## config.mk

```make
export PLATFORM = sky130hd
export DESIGN_NAME = jsonc_comment_stripper
export DESIGN_NICKNAME = d
export VERILOG_FILES = /design/src/rtl/core/jcs_pkg.sv /design/src/rtl/core/jsonc_comment_stripper.sv
export SDC_FILE = /design/constraint.sdc
export NUM_CORES = 1
export LEC_CHECK = 0
export BUFFER_PORTS_ARGS = -buffer_cell sky130_fd_sc_hd__buf_2
export CORE_AREA = 5 5 79 81
export CTS_BUF_LIST = sky130_fd_sc_hd__clkbuf_2 sky130_fd_sc_hd__clkbuf_4 sky130_fd_sc_hd__clkbuf_8
export DETAILED_ROUTE_END_ITERATION = 16
export DIE_AREA = 0 0 84 86
export MAX_ROUTING_LAYER = met4
export PLACE_DENSITY_LB_ADDON = 0.3
export SYNTH_ARGS = -nofsm -noshare
export SYNTH_HDL_FRONTEND = slang
export SYNTH_SLANG_ARGS = --single-unit
```

## constraint.sdc

```tcl
create_clock -name clk -period 6.5 [get_ports clk]
set_input_delay 1.3 -clock clk [delete_from_list [all_inputs] [get_ports clk]]
set_output_delay 1.3 -clock clk [all_outputs]
set_load 0.005 [all_outputs]
```

## src/rtl/core/jcs_pkg.sv

```systemverilog
`default_nettype none

package jcs_pkg;

	localparam logic [1:0] MODE_NORMAL = 2'd0;
	localparam logic [1:0] MODE_STRING = 2'd1;
	localparam logic [1:0] MODE_LINE   = 2'd2;
	localparam logic [1:0] MODE_BLOCK  = 2'd3;

	localparam logic [7:0] CH_SLASH     = 8'h2F;
	localparam logic [7:0] CH_STAR      = 8'h2A;
	localparam logic [7:0] CH_NEWLINE   = 8'h0A;
	localparam logic [7:0] CH_BACKSLASH = 8'h5C;
	localparam logic [7:0] CH_QUOTE     = 8'h22;

	// result queue depth, room for two more entries is needed to take an item
	localparam int unsigned QDepth = 3;
	localparam int unsigned QCntW  = $clog2(QDepth + 1);

	typedef struct packed {
		logic [7:0] in_byte;
		logic       in_last;
	} in_item_t;

	typedef struct packed {
		logic [7:0] out_byte;
		logic       out_valid;
		logic       out_last;
	} out_item_t;

	typedef struct packed {
		logic       keep;
		logic       skip;
		logic [1:0] mode;
	} judge_t;

	// decide one byte c, given its raw predecessor and one byte of lookahead
	function automatic judge_t judge(input logic [1:0] mode, input logic [7:0] c,
			input logic [7:0] prev, input logic [7:0] nx);
		judge_t     r;
		logic [1:0] m;
		r.keep = 1'b0;
		r.skip = 1'b0;
		r.mode = mode;
		m = mode;
		case (mode)
			MODE_LINE: begin
				if (c == CH_NEWLINE) begin
					r.mode = MODE_NORMAL;
					r.keep = 1'b1;
				end
			end
			MODE_BLOCK: begin
				if (c == CH_STAR && nx == CH_SLASH) begin
					r.mode = MODE_NORMAL;
					r.skip = 1'b1;
				end
			end
			default: begin
				if (c == CH_QUOTE && prev != CH_BACKSLASH) begin
					m = (m == MODE_STRING) ? MODE_NORMAL : MODE_STRING;
				end
				r.keep = 1'b1;
				if (m != MODE_STRING && c == CH_SLASH) begin
					if (nx == CH_SLASH) begin
						m = MODE_LINE;
						r.keep = 1'b0;
					end else if (nx == CH_STAR) begin
						m = MODE_BLOCK;
						r.skip = 1'b1;
						r.keep = 1'b0;
					end
				end
				r.mode = m;
			end
		endcase
		return r;
	endfunction

endpackage

`default_nettype wire

```

## src/rtl/core/jsonc_comment_stripper.sv

```systemverilog
`default_nettype none

// jsonc comment stripper
// removes // line comments (newline kept) and /* */ block comments that lie
// outside double-quoted strings from a byte stream
// input channel: in_valid / in_ready / in_data, one byte per transfer,
//   in_data.in_last marks the final byte of a stream
// output channel: res_valid / res_ready / res_data, one kept byte per transfer;
//   res_data.out_valid 0 is a bare end marker, res_data.out_last flags the
//   final transfer of a stream
// one byte is held back as lookahead, so a byte comes out when the next one
// has been taken; the final byte flushes the held byte too (up to two transfers)
// structure: input register, then the decision logic writes a three-entry result
//   queue
// throughput: one byte per cycle while the receiver keeps up; after a two-result
//   flush the input pauses while the queue drains
// receiver stall: once the queue holds two or more results, in_ready drops as
//   soon as the input register holds a byte that cannot be placed
// reset: scan state cleared to normal text, nothing held, queue empty;
//   after each final byte the scan state returns to the same values
module jsonc_comment_stripper
	import jcs_pkg::*;
(
	input  wire logic      clk,
	input  wire logic      arst_n,
	input  wire logic      in_valid,
	output logic           in_ready,
	input  wire in_item_t  in_data,
	output logic           res_valid,
	input  wire logic      res_ready,
	output out_item_t      res_data
);

	// input register
	logic       valid_s1;
	in_item_t   item_s1;

	// scan state
	logic [1:0] mode_q;
	logic [7:0] held_q;
	logic       held_valid_q;
	logic [7:0] prev_q;

	// result queue, entry 0 is the head
	out_item_t  queue_q [QDepth];
	logic [QCntW-1:0] count_q;

	logic       advance;
	logic       pop;

	// step logic
	judge_t     j1;
	judge_t     j2;
	logic [1:0] mode1;
	logic       keep1;
	logic       skip1;
	logic [7:0] held_n;
	logic       held_valid_n;
	logic [7:0] prev_n;
	logic       keep2;
	logic [1:0] push_cnt;
	out_item_t  e0;
	out_item_t  e1;
	logic [QCntW-1:0] base;

	assign pop       = res_valid && res_ready;
	assign advance   = valid_s1 && (count_q <= QCntW'(QDepth - 2));
	assign in_ready  = !valid_s1 || advance;
	assign res_valid = (count_q != '0);
	assign res_data  = queue_q[0];

	always_ff @(posedge clk or negedge arst_n) begin
		if (!arst_n) begin
			valid_s1 <= 1'b0;
		end else if (in_ready) begin
			valid_s1 <= in_valid;
		end
	end

	always_ff @(posedge clk) begin
		if (in_ready && in_valid) begin
			item_s1 <= in_data;
		end
	end

	always_comb begin
		// held byte judged against the arriving byte as lookahead
		j1 = judge(mode_q, held_q, prev_q, item_s1.in_byte);
		if (held_valid_q) begin
			mode1 = j1.mode;
			keep1 = j1.keep;
			skip1 = j1.skip;
		end else begin
			mode1 = mode_q;
			keep1 = 1'b0;
			skip1 = 1'b0;
		end

		// arriving byte is either swallowed as a delimiter half or becomes held
		if (skip1) begin
			held_valid_n = 1'b0;
			held_n       = held_q;
			prev_n       = item_s1.in_byte;
		end else begin
			held_valid_n = 1'b1;
			held_n       = item_s1.in_byte;
			prev_n       = held_valid_q ? held_q : prev_q;
		end

		// flush of the final byte with zero lookahead
		j2    = judge(mode1, held_n, prev_n, 8'h00);
		keep2 = item_s1.in_last && held_valid_n && j2.keep;

		e0 = '{out_byte: 8'h00, out_valid: 1'b0, out_last: 1'b1};
		e1 = '{out_byte: held_n, out_valid: 1'b1, out_last: 1'b1};
		push_cnt = 2'd0;
		if (keep1 && keep2) begin
			e0 = '{out_byte: held_q, out_valid: 1'b1, out_last: 1'b0};
			push_cnt = 2'd2;
		end else if (keep1) begin
			e0 = '{out_byte: held_q, out_valid: 1'b1, out_last: item_s1.in_last};
			push_cnt = 2'd1;
		end else if (keep2) begin
			e0 = '{out_byte: held_n, out_valid: 1'b1, out_last: 1'b1};
			push_cnt = 2'd1;
		end else if (item_s1.in_last) begin
			// nothing kept on the final step: bare end marker
			push_cnt = 2'd1;
		end
		if (!advance) begin
			push_cnt = 2'd0;
		end
		base = pop ? (count_q - QCntW'(1)) : count_q;
	end

	always_ff @(posedge clk or negedge arst_n) begin
		if (!arst_n) begin
			mode_q       <= MODE_NORMAL;
			held_valid_q <= 1'b0;
			held_q       <= 8'h00;
			prev_q       <= 8'h00;
		end else if (advance) begin
			if (item_s1.in_last) begin
				// end of stream, start the next one from scratch
				mode_q       <= MODE_NORMAL;
				held_valid_q <= 1'b0;
				held_q       <= 8'h00;
				prev_q       <= 8'h00;
			end else begin
				mode_q       <= mode1;
				held_valid_q <= held_valid_n;
				held_q       <= held_n;
				prev_q       <= prev_n;
			end
		end
	end

	always_ff @(posedge clk or negedge arst_n) begin
		if (!arst_n) begin
			count_q <= '0;
		end else begin
			count_q <= base + QCntW'(push_cnt);
		end
	end

	// shift on pop, then append the new results behind the survivors
	always_ff @(posedge clk) begin
		for (int i = 0; i < QDepth; i++) begin
			if (push_cnt != 2'd0 && QCntW'(i) == base) begin
				queue_q[i] <= e0;
			end else if (push_cnt == 2'd2 && QCntW'(i) == base + QCntW'(1)) begin
				queue_q[i] <= e1;
			end else if (pop && i < QDepth - 1) begin
				queue_q[i] <= queue_q[i + 1];
			end
		end
	end

	a_count_bound: assert property (@(posedge clk) disable iff (!arst_n)
		count_q <= QCntW'(QDepth))
		else $error("result queue count out of range");

	a_room_on_advance: assert property (@(posedge clk) disable iff (!arst_n)
		advance |-> count_q <= QCntW'(QDepth - 2))
		else $error("item taken without room for two results");

	a_last_clears: assert property (@(posedge clk) disable iff (!arst_n)
		advance && item_s1.in_last |=> mode_q == MODE_NORMAL && !held_valid_q)
		else $error("scan state not cleared after final byte");

	a_last_pushes: assert property (@(posedge clk) disable iff (!arst_n)
		advance && item_s1.in_last |-> push_cnt != 2'd0)
		else $error("final byte produced no result");

endmodule

`default_nettype wire

```

## Word-level counts from Yosys, hierarchy flattened

Memory sizes are Yosys's and may differ from the RTL's.
Index checks and enable logic that the tools add are counted.

- Add/sub/neg operators: 3
- Reduce and logical (&&, ||, !) cells: 25
- Multiplexer cells: 68
- Equal/unequal tests: 19
- Bitwise logic cells: 5
- Order comparisons: 1

Operators with widths:

| operator | number |
|---|---|
| $mux 10 | 9 |
| $eq 8x6->1 const B | 5 |
| $mux 8 | 5 |
| $mux 1 | 35 |
| $mux 2 | 14 |
| $eq 8x4->1 const B | 2 |
| $logic_and 1x1->1 | 15 |
| $eq 2x2->1 const B | 5 |
| $reduce_or 10->1 | 1 |
| $ne 8x7->1 const B | 1 |
| $pmux 1 s2 | 3 |
| $or 1x1->1 | 5 |
| $eq 1x2->1 const A | 2 |
| $eq 2x2->1 const A | 2 |
| $logic_not 2->1 | 2 |
| $pmux 2 s2 | 1 |
| $reduce_bool 2->1 | 2 |
| $mux 3 | 1 |
| $reduce_bool 3->1 | 1 |
| $add 2x1->2 const B | 1 |
| $add 2x2->2 | 1 |
| $eq 2x1->1 const B | 1 |
| $le 2x1->1 const B | 1 |
| $ne 2x1->1 const B | 1 |
| other kinds (5) | 5 |

- Logic and storage cells: 130
- Output and inout port bits: 12
- Input port bits: 13
- Bits in writable memories: 30
- Memories kept: 1
- Register bits after elaboration: 31

Memories:

| memory | depth | width | read ports | clocked after memory_dff | wr ports | RTL line | source |
|---|---|---|---|---|---|---|---|
| queue_q | 3 | 10 | 3 | 0 | 2 | jsonc_comment_stripper.sv:45 | `out_item_t queue_q [QDepth];` |

## Depth between registers and ports, before layout

- Depth after elaboration: 26
- Depth in mapped cells: 11
- Gate-level depth less buffers: 9

## Least setup slack after synthesis

Ideal clock, no wire load.

- Kind: flip-flop to flip-flop
- Start: register mode_q[0]
- End: memory queue_q[0][0] (netlist name) (enable)
- Buffers on the path: 2
- Stages on the path, launching flop included: 8
- Data required time: 6,085 ps
- Arrival time: 3,078 ps
- Path slack: 3,008 ps
- Cell sequence: dfrtp_1 -> clkbuf_1 -> or2_2 -> o31ai_2 -> o211a_1 -> clkbuf_1 -> o21ai_0 -> o311ai_0

RTL lines:

| what | RTL line | source |
|---|---|---|
| start, declared | jsonc_comment_stripper.sv:39 | `logic [1:0] mode_q;` |
| start signal, assigned | jsonc_comment_stripper.sv:150 | `mode_q <= mode1;` |
| end, declared | jsonc_comment_stripper.sv:45 |  |

==> flow_summary.ini <==
[floorplan]
fp.dieW_um = 84
coreArea_um2 = 5410
initial_utilization_pct = 63.4
rows = 27
ios = 25
dieArea_um2 = 7220
die_h_um = 86

[drt]
drc_errors = 0
met1_length_um = 3700
vias_per_cell = 7.02
drt-total-wl_um = 8940
first_pass_iters = 5
met3_length_um = 936
ant_nets = 0
top_layer_used = met4
wl_met2_um = 3930
via_count = 2907
wire_per_inst_um = 21.6
drt_iter0_drc = 339

[synthesis]
synth_top_cell_area_share_pct = 32.4
yosysSeqAreaShare_pct = 49.6
synth_most_common_cell = edfxtp_1
yosysWarningCount = 0
synth-edff-count = 37
synthMuxAreaShare_pct = 3.25
synth-seq-cells = 61
syn_area_um2 = 3430
syn_inst = 318
synth_flop_cell = edfxtp_1
synth_compound_area_share_pct = 25.7
synthSimpleGateAreaFrac_pct = 15.3
async_flop_share_pct = 36.1
synth_area_leader_cell = edfxtp_1
synth_common_cells = 37 x edfxtp_1, 25 x nand2_1, 22 x dfrtp_1
synth_top_cells_by_area = edfxtp_1 32%, dfrtp_1 16%, mux2i_1 2.9%
synth_xor_area_share_pct = 1.02
synth.avg_cell_area_um2 = 10.8
synthAdderAreaFrac_pct = 1.09
synth_nets = 334
synth_top_family_by_area = compound AO/OA/AOI/OAI gates
yosysUniqueCellTypes = 66

[min_path]
holdCritPathClass = reg2reg
min_to = prev_q[2]
min_from = prev_q[2]
whs_path_depth = 2

[clocking]
root_buffer = clkbuf_8
cts_buffers = 9
cts_setup_buffers = 0
ctsResizeCount = 0
postCtsHoldBufs = 0
worstSkewPairLatency_ps = 350
cts_buffer_depth = 2
clk_pin_slew_worst_paths_ps = 70
cts_sinks = 61
tritoncts = yes
h-tree-depth = 3

[placement]
placed_area_um2 = 3590
gp_congestion = 1.04
dp_hpwl_um = 6190
portBuffers = 24

[worst_setup_path]
cpPeakStageDelay_ps = 740
path_class = reg2reg
crit_required_ps = 6520
critPathArrivalTime_ps = 3660
path_cells = or4b_1 -> or4_1 -> o2111ai_1 -> nand2_1 -> a41oi_2 -> o22ai_1
crit_slowest_cell = or4_1
r2r_cells = 6
r2r_slack_ps = 2860
critical_path_buf_inv_count = 0
cp_max_fo = 15
worstReg2RegEnd = queue_q[1][7]
critPathTopFamily = simple AND/OR/NAND/NOR gates
r2r_start = item_s1[5]
cp-start-kind = register
end_kind = register

[power]
leakage_nw = 1.47
ir_drop_mv = 0.289
power_density_nw_per_um2 = 467
p_total_mw = 1.76

[grt]
antenna_found_initial = 0
grt.overflow.total = 0
grt_usage_pct = 27.3
grt_pass1_wl_um = 14400
grt_pass1_vias = 2664
grt_max_degree = 23

[sta]
setup_viol = 0
final_max_slew_viol_count = 0
slew_headroom_pct = 10.2
timing.setup.tns_ps = 0
fin_skew_ps = 5.43
rsz0062_at_grt = false
fin_crit_sh_pct = 56.0
hold_viol_final = 0
period_needed_ps = 3640
tightest_slew_ps = 1330
fmax_mhz = 274

[finish]
final_area_um2 = 3780
final_nets = 354
area_growth_pct = 10.3
drive_gt1_share_pct = 17.3
diodes = 0
nFillCells = 424

[outcome]
status = finished, final reports clean

[flow_run]
maxCapViolCount = 0
-- kinds of logic (layout without fill, tap and decap cells) --
| logic type | Yosys count | in the layout |
|---|---|---|
| AO/OA/AOI/OAI | 108 | 108 |
| AND/OR/NAND/NOR | 96 | 96 |
| flip-flops | 61 | 61 |
| buffers and inverters | 35 | 59 |
| multiplexers | 11 | 11 |
| XOR/XNOR | 4 | 4 |
| adder cells (fa/ha/maj) | 3 | 3 |
-- report_power, final --
group | leakage (nW) | internal [mW] | switching [mW]
logic | 0.706 | 0.268 | 0.451
clock network | 0.0999 | 0.176 | 0.144
registers | 0.663 | 0.607 | 0.118
total | 1.47 | 1.05 | 0.713
-- registers in the layout, summed over array words and instances, names as in the netlist --
register and cells:
valid_s1 1, held_q 8, prev_q 8, mode_q 2, queue_q 30, held_valid_q 1, item_s1 9, count_q 2
-- worst register-to-register path, delay by kind of cell, from the launching register on --
kind | cells | cell delay (ps)
AO/OA/AOI/OAI | 3 | 1100
flip-flops | 1 | 470
AND/OR/NAND/NOR | 3 | 1750
-- routing by layer --
metal / global-route usage, % / up-vias
met1: 36.6 / 1359
met5: - / -
li1: - / 1304
met2: 38.0 / 209
met3: 7.40 / 35
met4: 14.0 / 0
-- worst max-delay path by stage --
stage	from	end	slack [ps]	depth (start not counted)
2_1_floorplan	mode_q[0]	queue_q[0][0]	3010	7
3_3_place_gp	res_ready	queue_q[1][3]	2870	7
3_5_place_dp	res_ready	queue_q[1][7]	2850	7
4_1_cts	item_s1[5]	count_q[1]	2900	9
5_1_grt	held_q[0]	count_q[1]	2710	9
6_report	item_s1[5]	queue_q[1][7]	2860	6
-- layout by cell type (no fill, tap or decap), drive strengths merged, types with 5 or more instances in the layout --
master / instances
a32o: 6
nand2: 25
nor3: 8
a31oi: 7
a21oi: 12
o21ai: 10
dfrtp: 22
o211ai: 9
nand3: 9
buf: 27
o31ai: 9
edfxtp: 37
nand2b: 5
o22ai: 10
nor2: 14
clkbuf: 14
inv: 16
and2: 8
mux2i: 10
a22o: 8
-- per-stage QoR --
| stage | cells | hold slack (ps) | setup WS (ps) | util (%) |
|---|---|---|---|---|
| floorplan | 318 | 444 | 3010 | - |
| global placement | 399 | 471 | 2870 | 66.5 |
| detailed placement | 399 | 476 | 2850 | 66.5 |
| CTS | 414 | 490 | 2900 | 70.0 |
| global route | 414 | 528 | 2710 | 70.0 |
| finish | 414 | 484 | 2860 | 70.0 |
-- layout make-up --
cell class | instances | area, um^2 | area share, %
clock buffer | 14 | 180 | 4.77
clock inverter | 1 | 6.26 | 0.165
inverter | 17 | 63.8 | 1.69
multi-input combinational | 222 | 1600 | 42.2
sequential | 61 | 1700 | 45.0
tap | 72 | 90.1 | 2.38
timing repair buffer | 27 | 143 | 3.77
(Power assumes the default switching activity.)
